File: src/hw/rtl/mpsq_pkg.sv
// Shared constants, types and controller commands for the masked pending signal queue.
// No dependencies; every other file except mpsq_ram refers to this package by scoped names.
package mpsq_pkg;

  localparam int QUEUE_DEPTH = 16;
  localparam int NUM_SIGNALS = 16;

  localparam int SIG_IN_W = 8;
  localparam int SIG_W    = 4;
  localparam int MASK_W   = 16;
  localparam int IDX_W    = (QUEUE_DEPTH > 1) ? $clog2(QUEUE_DEPTH) : 1;
  localparam int CNT_W    = $clog2(QUEUE_DEPTH + 1);
  localparam int PCNT_W   = 5;
  localparam int OUT_W    = 16;
  localparam int CFG_IDX_W = 2;

  localparam logic [CFG_IDX_W-1:0] REG_LOCAL_MASK  = CFG_IDX_W'(0);
  localparam logic [CFG_IDX_W-1:0] REG_GLOBAL_MASK = CFG_IDX_W'(1);

  localparam logic KIND_POST = 1'b0;
  localparam logic KIND_TAKE = 1'b1;

  typedef enum logic [2:0] {
    ST_IDLE,
    ST_POST,
    ST_SCAN_RD,
    ST_SCAN_CHK,
    ST_SHIFT_RD,
    ST_SHIFT_WR,
    ST_DONE
  } state_t;

  typedef struct packed {
    logic load_item;
    logic post;
    logic scan_rd;
    logic take_hit;
    logic idx_inc;
    logic shift_rd;
    logic shift_wr;
    logic cnt_dec;
    logic out_load;
  } cmd_t;

  typedef struct packed {
    logic kind;
    logic scan_end;
    logic hit;
    logic shift_more;
    logic out_free;
  } status_t;

endpackage

File: src/hw/rtl/masked_pending_signal_queue.sv
// Top level of the masked pending signal queue: controller plus datapath.
// Depends on mpsq_pkg, mpsq_ctrl, mpsq_dp (and mpsq_ram through the datapath).
//
// A 16-deep FIFO of pending signal ids. A post (in_tuser = 0) appends
// in_tdata when the id is below 16 and the queue is not full, else it
// returns post_dropped. A take (in_tuser = 1) returns and removes the
// oldest entry whose bit is clear in both block masks, closing the gap.
// One item is handled at a time and each gives one result. A post goes
// from accept to result through the post and done states; a take walks
// the slot RAM one entry at a time (read, then check) and, on a hit,
// compacts the newer entries one at a time (read, then write). The
// single-read-port slot RAM sets that pace. Mask writes on the cfg
// channel are always accepted.
module masked_pending_signal_queue (
  input  logic                           clk,
  input  logic                           rst_n,
  // cfg
  input  logic                           cfg_valid,
  output logic                           cfg_ready,
  input  logic [mpsq_pkg::CFG_IDX_W-1:0] cfg_index,
  input  logic [mpsq_pkg::MASK_W-1:0]    cfg_data,
  // input stream
  input  logic                           in_tvalid,
  output logic                           in_tready,
  input  logic [mpsq_pkg::SIG_IN_W-1:0]  in_tdata,   // [7:0] signal_number
  input  logic                           in_tuser,   // [0] kind
  // result stream
  output logic                           out_tvalid,
  input  logic                           out_tready,
  // [0] taken_valid, [4:1] taken_signal, [5] post_dropped,
  // [10:6] pending_count, [15:11] zero
  output logic [mpsq_pkg::OUT_W-1:0]     out_tdata
);

  mpsq_pkg::cmd_t    cmd;
  mpsq_pkg::status_t sts;

  assign cfg_ready = 1'b1;

  mpsq_ctrl u_ctrl (
    .clk       (clk),
    .rst_n     (rst_n),
    .in_tvalid (in_tvalid),
    .in_tready (in_tready),
    .sts       (sts),
    .cmd       (cmd)
  );

  mpsq_dp u_dp (
    .clk        (clk),
    .rst_n      (rst_n),
    .cfg_valid  (cfg_valid),
    .cfg_index  (cfg_index),
    .cfg_data   (cfg_data),
    .in_tuser   (in_tuser),
    .in_tdata   (in_tdata),
    .out_tvalid (out_tvalid),
    .out_tready (out_tready),
    .out_tdata  (out_tdata),
    .cmd        (cmd),
    .sts        (sts)
  );

endmodule

File: src/hw/rtl/mpsq_ram.sv
// Generic single-write, single-read RAM with registered read data.
// Standalone; holds the queue slots.
module mpsq_ram #(
  parameter int WIDTH = 4,
  parameter int DEPTH = 16
) (
  input  logic                                   clk,
  input  logic                                   wr_en,
  input  logic [((DEPTH > 1) ? $clog2(DEPTH) : 1)-1:0] wr_addr,
  input  logic [WIDTH-1:0]                       wr_data,
  input  logic                                   rd_en,
  input  logic [((DEPTH > 1) ? $clog2(DEPTH) : 1)-1:0] rd_addr,
  output logic [WIDTH-1:0]                       rd_data
);

  logic [WIDTH-1:0] mem_r [DEPTH];
  logic [WIDTH-1:0] rd_data_r;

  always_ff @(posedge clk) begin
    if (wr_en) begin
      mem_r[wr_addr] <= wr_data;
    end
    if (rd_en) begin
      rd_data_r <= mem_r[rd_addr];
    end
  end

  assign rd_data = rd_data_r;

endmodule

File: src/hw/rtl/mpsq_ctrl.sv
// Controller state machine: sequences post, scan and compaction steps.
// Depends on mpsq_pkg for the state enum and the command/status structs.
module mpsq_ctrl (
  input  logic             clk,
  input  logic             rst_n,
  input  logic             in_tvalid,
  output logic             in_tready,
  input  mpsq_pkg::status_t sts,
  output mpsq_pkg::cmd_t    cmd
);

  mpsq_pkg::state_t state_r, state_nxt;

  always_ff @(posedge clk) begin
    if (!rst_n) begin
      state_r <= mpsq_pkg::ST_IDLE;
    end else begin
      state_r <= state_nxt;
    end
  end

  always_comb begin
    state_nxt = state_r;
    case (state_r)
      mpsq_pkg::ST_IDLE: begin
        if (in_tvalid) begin
          state_nxt = (sts.kind == mpsq_pkg::KIND_POST) ? mpsq_pkg::ST_POST
                                                        : mpsq_pkg::ST_SCAN_RD;
        end
      end
      mpsq_pkg::ST_POST:     state_nxt = mpsq_pkg::ST_DONE;
      mpsq_pkg::ST_SCAN_RD:  state_nxt = sts.scan_end ? mpsq_pkg::ST_DONE
                                                      : mpsq_pkg::ST_SCAN_CHK;
      mpsq_pkg::ST_SCAN_CHK: state_nxt = sts.hit ? mpsq_pkg::ST_SHIFT_RD
                                                 : mpsq_pkg::ST_SCAN_RD;
      mpsq_pkg::ST_SHIFT_RD: state_nxt = sts.shift_more ? mpsq_pkg::ST_SHIFT_WR
                                                        : mpsq_pkg::ST_DONE;
      mpsq_pkg::ST_SHIFT_WR: state_nxt = mpsq_pkg::ST_SHIFT_RD;
      mpsq_pkg::ST_DONE: begin
        if (sts.out_free) begin
          state_nxt = mpsq_pkg::ST_IDLE;
        end
      end
      default:               state_nxt = mpsq_pkg::ST_IDLE;
    endcase
  end

  always_comb begin
    cmd       = '0;
    in_tready = 1'b0;
    case (state_r)
      mpsq_pkg::ST_IDLE: begin
        in_tready     = 1'b1;
        cmd.load_item = in_tvalid;
      end
      mpsq_pkg::ST_POST:     cmd.post = 1'b1;
      mpsq_pkg::ST_SCAN_RD:  cmd.scan_rd = !sts.scan_end;
      mpsq_pkg::ST_SCAN_CHK: begin
        cmd.take_hit = sts.hit;
        cmd.idx_inc  = !sts.hit;
      end
      mpsq_pkg::ST_SHIFT_RD: begin
        cmd.shift_rd = sts.shift_more;
        cmd.cnt_dec  = !sts.shift_more;
      end
      mpsq_pkg::ST_SHIFT_WR: cmd.shift_wr = 1'b1;
      mpsq_pkg::ST_DONE:     cmd.out_load = sts.out_free;
      default: begin
        cmd = '0;
      end
    endcase
  end

endmodule

File: src/hw/rtl/mpsq_dp.sv
// Datapath: masks, item registers, entry count, scan index, slot RAM and output register.
// Depends on mpsq_pkg and mpsq_ram; driven by commands from mpsq_ctrl.
module mpsq_dp (
  input  logic                              clk,
  input  logic                              rst_n,
  input  logic                              cfg_valid,
  input  logic [mpsq_pkg::CFG_IDX_W-1:0]    cfg_index,
  input  logic [mpsq_pkg::MASK_W-1:0]       cfg_data,
  input  logic                              in_tuser,
  input  logic [mpsq_pkg::SIG_IN_W-1:0]     in_tdata,
  output logic                              out_tvalid,
  input  logic                              out_tready,
  output logic [mpsq_pkg::OUT_W-1:0]        out_tdata,
  input  mpsq_pkg::cmd_t                    cmd,
  output mpsq_pkg::status_t                 sts
);

  logic [mpsq_pkg::MASK_W-1:0]   local_mask_r, global_mask_r;
  logic [mpsq_pkg::SIG_IN_W-1:0] sig_r;
  logic [mpsq_pkg::CNT_W-1:0]    count_r, count_nxt;
  logic [mpsq_pkg::CNT_W-1:0]    idx_r, idx_nxt;
  logic                          valid_r, dropped_r;
  logic [mpsq_pkg::SIG_W-1:0]    taken_r;
  logic                          out_valid_r;
  logic [mpsq_pkg::OUT_W-1:0]    out_data_r;

  logic                          post_ok;
  logic [mpsq_pkg::CNT_W-1:0]    idx_plus1;
  logic                          ram_we, ram_re;
  logic [mpsq_pkg::IDX_W-1:0]    ram_waddr, ram_raddr;
  logic [mpsq_pkg::SIG_W-1:0]    ram_wdata, ram_rdata;
  logic [mpsq_pkg::MASK_W-1:0]   block_mask;

  // Configuration is accepted every cycle; unknown indexes are dropped.
  always_ff @(posedge clk) begin
    if (!rst_n) begin
      local_mask_r  <= '0;
      global_mask_r <= '0;
    end else if (cfg_valid) begin
      case (cfg_index)
        mpsq_pkg::REG_LOCAL_MASK:  local_mask_r  <= cfg_data;
        mpsq_pkg::REG_GLOBAL_MASK: global_mask_r <= cfg_data;
        default: begin
          local_mask_r <= local_mask_r;
        end
      endcase
    end
  end

  assign block_mask = local_mask_r | global_mask_r;
  assign idx_plus1  = idx_r + mpsq_pkg::CNT_W'(1);
  assign post_ok    = (sig_r < mpsq_pkg::SIG_IN_W'(mpsq_pkg::NUM_SIGNALS)) &&
                      (count_r < mpsq_pkg::CNT_W'(mpsq_pkg::QUEUE_DEPTH));

  // Slot RAM: posts write at the tail, compaction writes one slot down.
  always_comb begin
    ram_we    = (cmd.post && post_ok) || cmd.shift_wr;
    ram_waddr = cmd.post ? count_r[mpsq_pkg::IDX_W-1:0] : idx_r[mpsq_pkg::IDX_W-1:0];
    ram_wdata = cmd.post ? sig_r[mpsq_pkg::SIG_W-1:0] : ram_rdata;
    ram_re    = cmd.scan_rd || cmd.shift_rd;
    ram_raddr = cmd.shift_rd ? idx_plus1[mpsq_pkg::IDX_W-1:0]
                             : idx_r[mpsq_pkg::IDX_W-1:0];
  end

  mpsq_ram #(
    .WIDTH (mpsq_pkg::SIG_W),
    .DEPTH (mpsq_pkg::QUEUE_DEPTH)
  ) u_ram (
    .clk     (clk),
    .wr_en   (ram_we),
    .wr_addr (ram_waddr),
    .wr_data (ram_wdata),
    .rd_en   (ram_re),
    .rd_addr (ram_raddr),
    .rd_data (ram_rdata)
  );

  always_comb begin
    count_nxt = count_r;
    if (cmd.post && post_ok) begin
      count_nxt = count_r + mpsq_pkg::CNT_W'(1);
    end else if (cmd.cnt_dec) begin
      count_nxt = count_r - mpsq_pkg::CNT_W'(1);
    end
    idx_nxt = idx_r;
    if (cmd.load_item) begin
      idx_nxt = '0;
    end else if (cmd.idx_inc || cmd.shift_wr) begin
      idx_nxt = idx_plus1;
    end
  end

  always_ff @(posedge clk) begin
    if (!rst_n) begin
      count_r <= '0;
    end else begin
      count_r <= count_nxt;
    end
  end

  always_ff @(posedge clk) begin
    idx_r <= idx_nxt;
    if (cmd.load_item) begin
      sig_r     <= in_tdata;
      valid_r   <= 1'b0;
      dropped_r <= 1'b0;
      taken_r   <= '0;
    end
    if (cmd.post) begin
      dropped_r <= !post_ok;
    end
    if (cmd.take_hit) begin
      valid_r <= 1'b1;
      taken_r <= ram_rdata;
    end
  end

  // Output register: hold the result until the transaction completes.
  always_ff @(posedge clk) begin
    if (!rst_n) begin
      out_valid_r <= 1'b0;
    end else if (cmd.out_load) begin
      out_valid_r <= 1'b1;
    end else if (out_tready) begin
      out_valid_r <= 1'b0;
    end
  end

  always_ff @(posedge clk) begin
    if (cmd.out_load) begin
      out_data_r <= mpsq_pkg::OUT_W'({mpsq_pkg::PCNT_W'(count_r), dropped_r, taken_r, valid_r});
    end
  end

  assign out_tvalid = out_valid_r;
  assign out_tdata  = out_data_r;

  assign sts.kind       = in_tuser;
  assign sts.scan_end   = (idx_r >= count_r);
  assign sts.hit        = !block_mask[ram_rdata];
  assign sts.shift_more = (idx_plus1 < count_r);
  assign sts.out_free   = !out_valid_r || out_tready;

endmodule
File: config.mk
export PLATFORM = sky130hd
export DESIGN_NAME = masked_pending_signal_queue
export DESIGN_NICKNAME = d
export VERILOG_FILES = /design/src/hw/rtl/mpsq_pkg.sv /design/src/hw/rtl/masked_pending_signal_queue.sv /design/src/hw/rtl/mpsq_ram.sv /design/src/hw/rtl/mpsq_ctrl.sv /design/src/hw/rtl/mpsq_dp.sv
export SDC_FILE = /design/constraint.sdc
export NUM_CORES = 1
export LEC_CHECK = 0
export BUFFER_PORTS_ARGS = -buffer_cell sky130_fd_sc_hd__buf_2
export CAP_MARGIN = 25
export CORE_MARGIN = 3
export CORE_UTILIZATION = 54
export DETAILED_ROUTE_END_ITERATION = 12
export PLACE_DENSITY = 0.76
export SLEW_MARGIN = 5
export SYNTH_ARGS = -nofsm -noshare
export SYNTH_HDL_FRONTEND = slang
export SYNTH_SLANG_ARGS = --single-unit
File: constraint.sdc
create_clock -name clk -period 3.7 [get_ports clk]
set_input_delay 0.37 -clock clk [delete_from_list [all_inputs] [get_ports clk]]
set_output_delay 0.37 -clock clk [all_outputs]
set_load 0.005 [all_outputs]
# Word level (Yosys, flattened, before mapping)
# Memory sizes are Yosys's and may differ from the RTL's. A register that Yosys moved wholly into a read port is not among the register bits.
# Index checks and enable logic that the tools add are counted.
[classes] add_sub_neg=3 order_cmp=5 n_eq_ne=9 muxes=31 bitwise_logic=1 reduce_logical=20
[op_table] operator="case mux 3 bit (7 select lines)" n=1
[op_table] operator="2-to-1 mux 4 bit" n=5
[op_table] operator="OR 16 bit" n=1
[op_table] operator="2-to-1 mux 1 bit" n=15
[op_table] operator="2-to-1 mux 3 bit" n=4
[op_table] operator="adder 5 x 1 -> 5 bit (second input constant)" n=2
[op_table] operator="2-to-1 mux 5 bit" n=2
[op_table] operator="== test 3 bit (second input constant)" n=3
[op_table] operator="less-than comparator 8 x 5 -> 1 bit (second input constant)" n=1
[op_table] operator="nonzero test 2 bit" n=4
[op_table] operator="== test 3 x 2 -> 1 bit (second input constant)" n=2
[op_table] operator="2-to-1 mux 2 bit" n=3
[op_table] operator="AND reduction 2 bit" n=3
[op_table] operator="greater-or-equal comparator 5 bit" n=1
[op_table] operator="logical NOT 1 bit" n=5
[op_table] operator="less-than comparator 4 x 5 -> 1 bit (second input constant)" n=1
[op_table] operator="less-than comparator 5 bit" n=1
[op_table] operator="less-than comparator 5 bit (second input constant)" n=1
[op_table] operator="subtractor 5 x 1 -> 5 bit (second input constant)" n=1
[op_table] operator="binary-select mux 1 bit (select 4 bit)" n=1
[op_table] operator="logical OR 1 bit" n=4
[op_table] operator="== test 3 x 1 -> 1 bit (second input constant)" n=1
[op_table] operator="logical NOT 3 bit" n=1
[op_table] operator="== test 2 x 1 -> 1 bit (second input constant)" n=1
[op_table] operator="4 further kinds" n=5
[totals] reg_bits=71 ramBits=64 input_bits=32 out_inout_bits=19 word_cells=81 memories=1
[mem_list] memory="u_dp.u_ram.mem_r" words=16 word_bits=4 rd=1 rd_clocked_by_memory_dff=1 write_ports=1 line="mpsq_ram.sv:16" source="logic [WIDTH-1:0] mem_r [DEPTH];"

# Logic depth before layout (Yosys ltp)
# Gate-level depths: netlist of run 1.
[depth] word_depth=6 mapped_depth=15

# Cells and area by module
# A second synthesis of run 1 with hierarchy kept.
[unflattened] cells_unflattened=486 hier_area_um2=6252.2
[by_module_without_submodules] mod="mpsq_dp" instances=1 cells_per_inst=320 area_per_inst_um2=3199.3
[by_module_without_submodules] mod="mpsq_ram" instances=1 cells_per_inst=130 area_per_inst_um2=2706.3
[by_module_without_submodules] mod="mpsq_ctrl" instances=1 cells_per_inst=34 area_per_inst_um2=335.3
[by_module_without_submodules] mod="masked_pending_signal_queue" instances=1 cells_per_inst=2 area_per_inst_um2=11.3

# Worst setup path before layout of run 1
# OpenSTA, ideal clock, no wires.
[synth_path] path_kind="register to register" start="reg u_dp.idx_r[1] (netlist name)" end="reg u_dp.u_ram.rd_data_r[2], in the netlist u_dp.u_ram.rd_data[2] (read register of u_dp.u_ram.mem_r), data pin" setup_ns=0.273 arrival_ns=3.320 required_time_ns=3.427 path_slack_ns=0.107 path_stages_with_launch=13 n_path_buf=2 path_cell_list="dfxtp_1 -> buf_2 -> buf_1 -> nand3_1 -> xnor2_1 -> ha_1 -> a21o_1 -> a21oi_1 -> nand4_1 -> xor2_1 -> mux4_2 -> a221oi_1 -> o31ai_1"
[synth_via] elab_chain_cells=4 elab_cells_between_ends=8 classes_between="add/sub (1); order compare (2); mux (3); reduce/logical (2)"
[synth_rtl] item="start, declared" line="mpsq_dp.sv:21" source="logic [mpsq_pkg::CNT_W-1:0] idx_r, idx_nxt;"
[synth_rtl] item="start signal, assigned" line="mpsq_dp.sv:102" source="idx_r <= idx_nxt;"
[synth_rtl] item="adder 5 x 1 -> 5 bit (*)" line="mpsq_dp.sv:51" source="assign idx_plus1 = idx_r + mpsq_pkg::CNT_W'(1);"
[synth_rtl] item="via u_dp.idx_plus1, one bit" line="mpsq_dp.sv:28" source="logic [mpsq_pkg::CNT_W-1:0] idx_plus1;"
[synth_rtl] item="less-than comparator 5 bit" line="mpsq_dp.sv:141" source="assign sts.shift_more = (idx_plus1 < count_r);"
[synth_rtl] item="2-to-1 mux 1 bit" line="mpsq_ctrl.sv:51" source="case (state_r)"
[synth_rtl] item="2-to-1 mux 4 bit or logical OR 1 bit (tied branches)" line="mpsq_dp.sv:61, mpsq_dp.sv:60"
[synth_rtl] item="end, declared" line="mpsq_ram.sv:17" source="logic [WIDTH-1:0] rd_data_r;"
# Mark *: on every way through the listed nets, which the timed path passes. The rest lies on a longest branch.
# A chain may end at the register's enable or synchronous reset.

# Worst setup path after layout of run 1
[layout_path] start="reg u_dp.idx_r[1] (netlist name)" end="reg u_dp.u_ram.rd_data_r[3], in the netlist u_dp.u_ram.rd_data[3] (read register of u_dp.u_ram.mem_r), data pin"
[layout_via] elab_chain_cells=4 elab_cells_between_ends=8 classes_between="add/sub (1); order compare (2); mux (3); reduce/logical (2)"
[layout_rtl] item="adder 5 x 1 -> 5 bit (*)" line="mpsq_dp.sv:51"
[layout_rtl] item="via u_dp.idx_plus1, one bit" line="mpsq_dp.sv:28"
[layout_rtl] item="less-than comparator 5 bit (*)" line="mpsq_dp.sv:141"
[layout_rtl] item="2-to-1 mux 1 bit (*)" line="mpsq_ctrl.sv:51"
[layout_rtl] item="2-to-1 mux 4 bit or logical OR 1 bit (tied branches)" line="mpsq_dp.sv:61, mpsq_dp.sv:60"
# Marks and branches as above.

==> metrics.txt, run 1 <==
GR Overflow Total=0; number of library cell types mapped by synthesis=slightly below 60; WL per Instance=~19 µm; pin count of the biggest net entering global routing=32; insertion delay to the later sink of the worst-skew pair=about 0.42 ns; async set or reset register ratio after synthesis=0; maximum clock insertion buffer count=2; Final setup violation count=0; HPWL after detailed placement=about 10 mm; adder-cell share of the synthesized area=0.02909; Die Height=about 120 µm; num ports=51; share of final-layout standard cells stronger than drive strength 1=0.1773; category of the worst setup path capture point=register; CTS HTree Levels=4; Design Power=~5.4 mW; EDFF count, synth=92; vias after detailed routing=4635; Vias per Instance=between 5 and 6; final hold violation count=0; total setup buffers inserted after CTS=0; CP Buf/Inv Count=0; Placeable Area=roughly 12000 µm²; xor/xnor cell area share of the yosys netlist=0.01567; WP data arrival=~3.6 ns; gate count of the mapped netlist=576; area fraction in compound gates after synthesis=0.08728; family with the most delay on the worst path=simple AND/OR/NAND/NOR gates; master of the slowest instance on the critical path=xor2_1; vias in the first global route=4569; drt drc=0; Root Driver=clkbuf_16; critical path class=reg2reg; critical path cell sequence=ha_1, nand3_1, xnor2_1, ha_1, a21oi_1, nand3_1, nor2_1, xor2_1, a41oi_1, nand3_1, nand2_1; horizontal die dimension=approximately 120 µm; netlist area before placement=about 6700 µm²; net total in the final layout=660; post-CTS sizing=0; wire length of the first global-routing pass=about 24 mm; synthesized area per cell=~12 µm²; clock sinks=between 100 and 150; Finished Core Util=0.6357; aggregate negative setup slack=0 ns; highest attainable clock frequency=a little under 0.3 GHz; CP required=approximately 3.9 ns; area enclosed by the die boundary=approximately 14000 µm²; number of antenna violations at the first check in global routing=0; internal reg-to-reg setup slack=between 0.3 and 0.4 ns; ant diodes=0; portion of netlist area occupied by mux cells=0.1535; final critical delay including setup and external delays=3.393 ns; largest voltage drop on the vdd net=roughly 0.33 mV; leakage power total=roughly 2.7 nW; Global Route Usage Sum=0.2243; Antenna Nets Post-Route=0; sequential element share of the synthesized area=0.5520; clk slew on worst S/H paths=about 0.06 ns; relative slew slack=0.3909; areal power density over the cells=705.7 nW/µm²; input/output buffers=44; final routed wirelength across all metal layers=between 15 and 20 mm; number of optimization iterations in the first detailed-route pass=5; number of warnings issued by yosys=0; status=finished clean; kind of path behind the tightest hold check=in2reg; max-capacitance violation count=0; clock tree from TritonCTS=built; Layout fillers=897; critical path fanouts, max=9; initial cell density of the core=0.5562; setup repair after global routing missed its margin=false; largest family of logic cells by synthesized area=multiplexers; area of all placed cells without fillers=between 7000 and 8000 µm²; Most Frequent Cell on Critical Path=nand3_1; area overhead of the layout relative to synthesis=14.29%; cts-stage hold buffer count=0; flop and latch count out of synthesis=139; max incr delay on CP=around 0.56 ns; routability congestion estimate=between 0.9 and 1; final hold slack=roughly 0.13 ns; row cnt=40; number of buffers added by the clock tree synthesis step=17; ys flop type=edfxtp_1; portion of the clock cycle consumed by the worst path in the final layout=0.9171; post-synthesis simple-gate area fraction=0.1274; Slew Viols, Final=0; transition time of the tightest slew-check pin=0.9103 ns; iteration-0 DRC count of the detailed router=400; CP Launch Type=register; Final Skew=about 0.0057 ns; total cell area at the placement stage=between 7000 and 8000 µm²
==> Yosys cell counts, types with 5 or more instances <==
cell | instances | area, µm²
a211oi_1 | 5 | 37.54
a21boi_0 | 15 | 112.6
a21o_1 | 8 | 60.06
a21oi_1 | 32 | 160.2
a31oi_1 | 6 | 37.54
and2_1 | 5 | 31.28
buf_2 | 8 | 40.04
buf_4 | 7 | 52.55
clkbuf_1 | 22 | 82.58
dfxtp_1 | 47 | 940.9
edfxtp_1 | 92 | 2763
ha_1 | 14 | 175.2
inv_1 | 8 | 30.03
mux2_2 | 5 | 56.30
mux2i_1 | 53 | 530.5
mux4_2 | 15 | 337.8
nand2_1 | 91 | 341.6
nand2b_1 | 5 | 31.28
nand3_1 | 11 | 55.05
nor2_1 | 48 | 180.2
nor2b_1 | 6 | 37.54
o21ai_0 | 6 | 30.03
xnor2_1 | 6 | 52.55
xor2_1 | 6 | 52.55
==> where the power goes <==
group	internal (mW)	switching (mW)	leakage (nW)
sequential	1.97	0.165	1.22
combinational	0.600	0.873	1.14
clock	1.19	0.616	0.300
==> cells in the final DEF (no fill, tap or decap), types with 6 or more instances in the layout <==
| master | netlist | routed |
|---|---|---|
| a21boi_0 | 15 | 15 |
| a21o_1 | 8 | 8 |
| a21oi_1 | 32 | 32 |
| a31oi_1 | 6 | 6 |
| buf_2 | 8 | 44 |
| buf_4 | 7 | 10 |
| clkbuf_16 | 0 | 17 |
| conb_1 | 2 | 6 |
| dfxtp_1 | 47 | 47 |
| edfxtp_1 | 92 | 92 |
| ha_1 | 14 | 14 |
| inv_1 | 8 | 8 |
| mux2i_1 | 53 | 53 |
| mux4_2 | 15 | 15 |
| nand2_1 | 91 | 91 |
| nand3_1 | 11 | 11 |
| nor2_1 | 48 | 48 |
| nor2b_1 | 6 | 6 |
| o21ai_0 | 6 | 6 |
| xnor2_1 | 6 | 6 |
| xor2_1 | 6 | 6 |
==> registers in the layout (all words and copies together), names as in the netlist, 3 cells and up <==
register / count
u_dp.global_mask_r: 16
u_dp.local_mask_r: 16
u_dp.u_ram.rd_data: 4
u_dp.out_tdata: 11
u_dp.taken_r: 4
u_dp.idx_r: 5
u_ctrl.state_r: 3
u_dp.u_ram.mem_r: 64
u_dp.count_r: 5
u_dp.sig_r: 8
==> worst register-to-register path, stage by stage, from the launching register on <==
cell and delay (ns):
dfxtp_1 0.39, ha_1 0.25, nand3_1 0.16, xnor2_1 0.21, ha_1 0.27, a21oi_1 0.28, nand3_1 0.42, nor2_1 0.27
xor2_1 0.56, a41oi_1 0.11, nand3_1 0.15, nand2_1 0.08
==> final timing paths <==
check | endpoint | cells past startpoint | from
setup / recovery | u_dp.u_ram.rd_data[3] | 11 | u_dp.idx_r[1]
hold / removal | u_dp.sig_r[7] | 1 | in_tdata[7]
setup reg to reg | u_dp.u_ram.rd_data[3] | 11 | u_dp.idx_r[1]
hold reg to reg | u_dp.out_tdata[4] | 0 | u_dp.taken_r[3]
==> cells by family after synthesis <==
logic type | after synthesis
AND/OR/NAND/NOR | 192
flip-flops | 139
AO/OA/AOI/OAI | 90
multiplexers | 77
buffers and inverters | 49
adder cells (fa/ha/maj) | 15
XOR/XNOR | 12
other | 2
==> layout make-up <==
type | count | area (µm²) | area share
Tap cell | 168 | 210.2 | 0.02742
Clock buffer | 20 | 436.7 | 0.05695
Inverter | 9 | 33.78 | 0.004406
Multi-Input combinational cell | 392 | 2793 | 0.3642
Clock inverter | 12 | 195.2 | 0.02546
Sequential cell | 139 | 3704 | 0.4830
Timing Repair Buffer | 54 | 295.3 | 0.03851
==> per-stage QoR <==
step / cells / setup WS, ns
after floorplan: 580 / 0.1068
after global placement: 762 / 0.5789
after detailed placement: 762 / 0.4087
after CTS: 794 / 0.3996
after global routing: 794 / 0.01596
final: 794 / 0.3067
==> routing by layer <==
| metal | GRT usage | routed length (µm) | vias up |
|---|---|---|---|
| met1 | 0.2874 | 6227 | 2284 |
| li1 | - | - | 2163 |
| met4 | 0.1106 | 471 | 0 |
| met3 | 0.05094 | 905 | 33 |
| met2 | 0.3624 | 7399 | 155 |
| met5 | 0 | 0 | - |
Note: power is estimated with default switching activity, not from simulation.
==> inputs of run 2 (changes only) <==
CELL_PAD_IN_SITES_DETAIL_PLACEMENT = 1   (was default)
CELL_PAD_IN_SITES_GLOBAL_PLACEMENT = 2   (was default)
CORE_UTILIZATION = 37   (was 54)
MAX_ROUTING_LAYER = met4   (was default)
PLACE_DENSITY = default   (was 0.76)
PLACE_DENSITY_LB_ADDON = 0.1   (was default)
==> run 2 against run 1 <==
  * Clock power decreased by 7%
  * Non-clock buffer count increased by 6
  * Sequential power decreased by 3%
  * Design area increased by 1.1%
  * Worst hold slack got worse by 0.0098 ns
  * Routed wire length increased by 18%
  * Setup slack improved by 0.19 ns
  * Power decreased by 0.83%
  * Flip-flop and latch count unchanged
  * Critical path type unchanged
  * Largest cell class unchanged
==> metrics.txt, run 2 (same netlist as run 1, synthesis figures left out) <==
highest attainable clock frequency=0.3125 GHz (was 0.2947 GHz); relative slew slack=0.4459 (was 0.3909); Layout fillers=1866 (was 897); portion of the clock cycle consumed by the worst path in the final layout=0.8648 (was 0.9171); largest registers=u_dp.u_ram.mem_r: 64 flops, u_dp.global_mask_r: 16 flops, u_dp.local_mask_r: 16 flops (unchanged); area of all placed cells without fillers=7750 µm² (was 7667 µm²); number of optimization iterations in the first detailed-route pass=4 (was 5); Antenna Nets Post-Route=0 (unchanged); clock sinks=139 (unchanged); Root Driver=clkbuf_16 (unchanged); number of buffers added by the clock tree synthesis step=17 (unchanged); final critical delay including setup and external delays=3.200 ns (was 3.393 ns); pin count of the biggest net entering global routing=32 (unchanged); vias after detailed routing=4594 (was 4635); maximum clock insertion buffer count=2 (unchanged); footprint of the multi-input gates=2798 µm² (was 2793 µm²); routability congestion estimate=0.8281 (was 0.9751); max-capacitance violation count=0 (unchanged); iteration-0 DRC count of the detailed router=210 (was 400); WP data arrival=3.45 ns (was 3.56 ns); drt drc=0 (unchanged); transition time of the tightest slew-check pin=0.8302 ns (was 0.9103 ns); initial cell density of the core=0.3826 (was 0.5562); num ports=51 (unchanged); aggregate negative setup slack=0 ns (unchanged); HPWL after detailed placement=12.47 mm (was 10.26 mm); critical path fanouts, max=9 (unchanged); input/output buffers=44 (unchanged); leakage power total=2.685 nW (was 2.663 nW); Vias per Instance=5.361 (was 5.838); most frequent cells in the layout=92 x edfxtp_1, 91 x nand2_1, 53 x mux2i_1, 48 x nor2_1, 46 x dfxtp_1 (was 92 x edfxtp_1, 91 x nand2_1, 53 x mux2i_1, 48 x nor2_1, 47 x dfxtp_1); setup repair after global routing missed its margin=false (unchanged); max FFs per register=64 (unchanged); area overhead of the layout relative to synthesis=15.52% (was 14.29%); areal power density over the cells=692.4 nW/µm² (was 705.7 nW/µm²); insertion delay to the later sink of the worst-skew pair=0.43 ns (was 0.42 ns); CTS HTree Levels=4 (unchanged); register ranked first by flip-flop count=u_dp.u_ram.mem_r (unchanged); sequential cell area=3705 µm² (was 3704 µm²); Final Skew=0.007914 ns (was 0.005749 ns); category of the worst setup path capture point=register (unchanged); Placeable Area=17540 µm² (was 12060 µm²); clock tree from TritonCTS=built (unchanged); ant diodes=0 (unchanged); row cnt=48 (was 40); total cell area at the placement stage=7162 µm² (was 7036 µm²); number of antenna violations at the first check in global routing=0 (unchanged); clk slew on worst S/H paths=0.06 ns (about the same); final hold violation count=0 (unchanged); Global Route Usage Sum=0.1947 (was 0.2243); final hold slack=0.1159 ns (was 0.1258 ns); largest voltage drop on the vdd net=0.3524 mV (was 0.3320 mV); WL per Instance=20.59 µm (was 18.90 µm); CP Launch Type=register (unchanged); Final setup violation count=0 (unchanged); net total in the final layout=666 (was 660); post-CTS sizing=0 (unchanged); area enclosed by the die boundary=19780 µm² (was 13800 µm²); vias in the first global route=4985 (was 4569); status=finished clean (unchanged); most common library cell in the layout ignoring fill and taps=edfxtp_1 (unchanged); Slew Viols, Final=0 (unchanged); kind of path behind the tightest hold check=in2reg (unchanged); cts-stage hold buffer count=0 (unchanged); total setup buffers inserted after CTS=0 (unchanged); critical path class=reg2reg (unchanged); horizontal die dimension=140.7 µm (was 117.5 µm); Die Height=140.7 µm (was 117.5 µm); final routed wirelength across all metal layers=17.65 mm (was 15.00 mm); GR Overflow Total=0 (unchanged); CP required=3.95 ns (was 3.87 ns); wire length of the first global-routing pass=28.21 mm (was 24.12 mm); share of final-layout standard cells stronger than drive strength 1=0.1946 (was 0.1773)
run 2: final timing paths:
| check | end | depth (start not counted) | from | slack [ns] |
|---|---|---|---|---|
| min | u_dp.sig_r[6] | 1 | in_tdata[6] | 0.12 |
| min reg2reg | u_dp.out_tdata[2] | 0 | u_dp.taken_r[1] | 0.43 |
| max reg2reg | u_dp.u_ram.rd_data[2] | 10 | u_dp.idx_r[3] | 0.50 |
| max | u_dp.u_ram.rd_data[2] | 10 | u_dp.idx_r[3] | 0.50 |
run 2: layer usage:
metal | routed length (µm) | share of wire | global-route usage | vias to the layer above
li1 | - | - | - | 2170
met1 | 7873 | 0.45 | 0.2430 | 2322
met2 | 8847 | 0.50 | 0.3191 | 84
met3 | 636 | 0.036 | 0.04240 | 18
met4 | 287 | 0.016 | 0.05966 | 0
met5 | 0 | 0 | - | -
run 2: per-stage QoR:
step | worst slack [ns] | power [mW] | utilization | instances
finish | 0.5003 | 5.366 | 0.4419 | 857
global route | 0.2134 | 5.680 | 0.4419 | 857
CTS | 0.4772 | 5.432 | 0.4419 | 857
detailed placement | 0.5331 | 3.726 | 0.4084 | 825
global placement | 0.6162 | 3.685 | 0.4077 | 824
floorplan | 0.1068 | 3.197 | - | 580
run 2: power breakdown:
group          internal, mW  switching, mW  leakage (nW)
clock network          1.01          0.685         0.287
registers              1.96          0.103          1.22
logic                 0.631          0.976          1.18
total                  3.60           1.76          2.69
run 2: area by class of cell:
class | count | area share
clock buffer | 20 | 0.06183
tap | 225 | 0.03633
inverter | 9 | 0.004359
multi-input combinational | 392 | 0.3610
timing repair buffer | 60 | 0.04440
clock inverter | 12 | 0.01405
sequential | 139 | 0.4780
run 2: critical path, stage by stage, from the launching register on:
cell and delay [ns]:
dfxtp_1 0.54, xnor2_1 0.19, ha_1 0.28, a21o_1 0.19, a21oi_1 0.28, and3_1 0.51
buf_4 0.28, mux4_2 0.51, nand2_1 0.09, nand3_1 0.07, o31ai_1 0.07
==> inputs of run 3 (changes only) <==
==> constraint.sdc (replaced) <==
create_clock -name clk -period 3.7 [get_ports clk]
set_input_delay 0 -clock clk [delete_from_list [all_inputs] [get_ports clk]]
set_output_delay 0 -clock clk [all_outputs]
set_load 0.005 [all_outputs]
==> run 3 against run 2 <==
  * Clock power about the same
  * Core utilization increased by 1.7 points
  * Worst hold slack got worse by 0.11 ns
  * Count of clock-buffer cells in the layout unchanged
  * Sequential power about the same
  * Non-clock buffer count increased by 30
  * Design area increased by 3.9%
  * Largest power group unchanged
  * Highest routed layer unchanged
==> metrics.txt, run 3 (same netlist as run 1, synthesis figures left out) <==
final hold slack=0.009046 ns (was 0.1159 ns); pin count of the biggest net entering global routing=32 (unchanged); maximum clock insertion buffer count=2 (unchanged); initial cell density of the core=0.3826 (unchanged); final routed wirelength across all metal layers=18.05 mm (was 17.65 mm); max-capacitance violation count=0 (unchanged); relative slew slack=0.4216 (was 0.4459); r2r endpoint=u_dp.u_ram.rd_data[2] (unchanged); number of antenna violations at the first check in global routing=0 (unchanged); largest voltage drop on the vdd net=0.3537 mV (was 0.3524 mV); Final Skew=0.008452 ns (was 0.007914 ns); final hold violation count=0 (unchanged); master of the slowest instance on the critical path=dfxtp_1 (unchanged); Global Route Usage Sum=0.1978 (was 0.1947); critical path class=reg2reg (unchanged); cts-stage hold buffer count=30 (was 0); post-CTS sizing=0 (unchanged); max FFs per register=64 (unchanged); Slew Viols, Final=0 (unchanged); hold_sp=rst_n (was in_tdata[6]); leakage power total=2.808 nW (was 2.685 nW); critical path cell sequence=xnor2_1, ha_1, a21o_1, a21oi_1, and3_1, buf_4, mux4_2, nand2_1, nand3_1, o31ai_1 (unchanged); share of final-layout standard cells stronger than drive strength 1=0.1858 (was 0.1946); largest registers=u_dp.u_ram.mem_r: 64 flops, u_dp.global_mask_r: 16 flops, u_dp.local_mask_r: 16 flops (unchanged); input/output buffers=44 (unchanged); aggregate negative setup slack=0 ns (unchanged); CP Launch Type=register (unchanged); drt drc=0 (unchanged); CTS HTree Levels=4 (unchanged); portion of the clock cycle consumed by the worst path in the final layout=0.8661 (was 0.8648); internal reg-to-reg setup slack=0.50 ns (about the same); Reg-to-Reg Start=u_dp.idx_r[3] (unchanged); insertion delay to the later sink of the worst-skew pair=0.43 ns (about the same); clock sinks=139 (unchanged); most frequent cells in the layout=92 x edfxtp_1, 91 x nand2_1, 53 x mux2i_1, 48 x nor2_1, 46 x dfxtp_1 (unchanged); total setup buffers inserted after CTS=0 (unchanged); CP required=3.95 ns (about the same); areal power density over the cells=669.3 nW/µm² (was 692.4 nW/µm²); horizontal die dimension=140.7 µm (unchanged); routability congestion estimate=0.8281 (unchanged); iteration-0 DRC count of the detailed router=213 (was 210); Antenna Nets Post-Route=0 (unchanged); clock tree from TritonCTS=built (unchanged); area enclosed by the die boundary=19780 µm² (unchanged); highest attainable clock frequency=0.3121 GHz (was 0.3125 GHz); WP data arrival=3.46 ns (was 3.45 ns); ant diodes=0 (unchanged); setup repair after global routing missed its margin=false (unchanged); vias after detailed routing=4707 (was 4594); number of optimization iterations in the first detailed-route pass=4 (unchanged); Final setup violation count=0 (unchanged); HPWL after detailed placement=12.47 mm (unchanged); number of buffers added by the clock tree synthesis step=17 (unchanged); clk slew on worst S/H paths=0.06 ns (about the same); max incr delay on CP=0.54 ns (about the same); final critical delay including setup and external delays=3.205 ns (was 3.200 ns); Vias per Instance=5.307 (was 5.361); net total in the final layout=696 (was 666); WL per Instance=20.35 µm (was 20.59 µm); vias in the first global route=5098 (was 4985); endpoint of the worst hold-timing path=u_ctrl.state_r[2] (was u_dp.sig_r[6]); register ranked first by flip-flop count=u_dp.u_ram.mem_r (unchanged); row cnt=48 (unchanged); area overhead of the layout relative to synthesis=19.99% (was 15.52%); transition time of the tightest slew-check pin=0.8666 ns (was 0.8302 ns); Root Driver=clkbuf_16 (unchanged); num ports=51 (unchanged); category of the worst setup path capture point=register (unchanged); cell depth of the worst min-delay path=2 (was 1); GR Overflow Total=0 (unchanged); wire length of the first global-routing pass=28.67 mm (was 28.21 mm); status=finished clean (unchanged); kind of path behind the tightest hold check=in2reg (unchanged); critical path fanouts, max=9 (unchanged); most common library cell in the layout ignoring fill and taps=edfxtp_1 (unchanged); Worst Reg2Reg Path Length in Cells=10 (unchanged); Placeable Area=17540 µm² (unchanged); Die Height=140.7 µm (unchanged)
[run 3: changes by cell type in the layout (fill, tap and decap cells not counted)]
cell and delta:
dlygate4sd3_1 +30
[run 3: metal layers]
layer  global-route usage  share of wire  up-vias
met5                    -              0        -
li1                     -              -     2231
met3              0.04206          0.033       21
met1               0.2468           0.45     2367
met2               0.3256           0.50       88
met4              0.05966          0.018        0
[run 3: per-stage QoR]
stage          total power [mW]  instance area [µm²]  worst slack, ns    util  cells
3_3_place_gp              3.685                 7151           0.6162  0.4077    824
6_report                  5.388                 8050           0.4954  0.4590    887
4_1_cts                   5.456                 8050           0.4772  0.4590    887
5_1_grt                   5.706                 8050           0.2134  0.4590    887
3_5_place_dp              3.726                 7162           0.5331  0.4084    825
2_1_floorplan             3.197                 6724           0.1068       -    580
[run 3: where the power goes]
part | total, mW | internal, mW | switching, mW
Combinational | 1.63 | 0.651 | 0.981
Clock | 1.69 | 1.01 | 0.682
Sequential | 2.07 | 1.96 | 0.102
Total | 5.39 | 3.62 | 1.77
[run 3: layout make-up]
class / count / area, µm²
clock inverters: 12 / 108.9
clock buffers: 20 / 479.2
flip-flops and latches: 139 / 3705
multi-input cells: 392 / 2798
well taps: 225 / 281.5
inverters: 9 / 33.78
repair buffers: 90 / 644.4
fillers: 1860 / 9487
[run 3: worst max-delay path by stage]
stage | depth (start not counted) | start | end
after floorplan | 12 | u_dp.idx_r[1] | u_dp.u_ram.rd_data[2]
after global placement | 11 | u_dp.idx_r[0] | u_dp.u_ram.rd_data[2]
after detailed placement | 11 | u_dp.idx_r[0] | u_dp.u_ram.rd_data[2]
after CTS | 10 | u_dp.idx_r[3] | u_dp.u_ram.rd_data[2]
after global routing | 11 | u_dp.idx_r[0] | u_dp.u_ram.rd_data[2]
final | 10 | u_dp.idx_r[3] | u_dp.u_ram.rd_data[2]
[run 3: worst max-delay path, delay by kind of cell (launching register included)]
family / cells / cell delay [ns]
fa+ha+maj: 1 / 0.28
simple gates: 3 / 0.68
flops: 1 / 0.54
mux: 1 / 0.51
compound gates: 3 / 0.55
buf+inv: 1 / 0.28
xor+xnor: 1 / 0.19
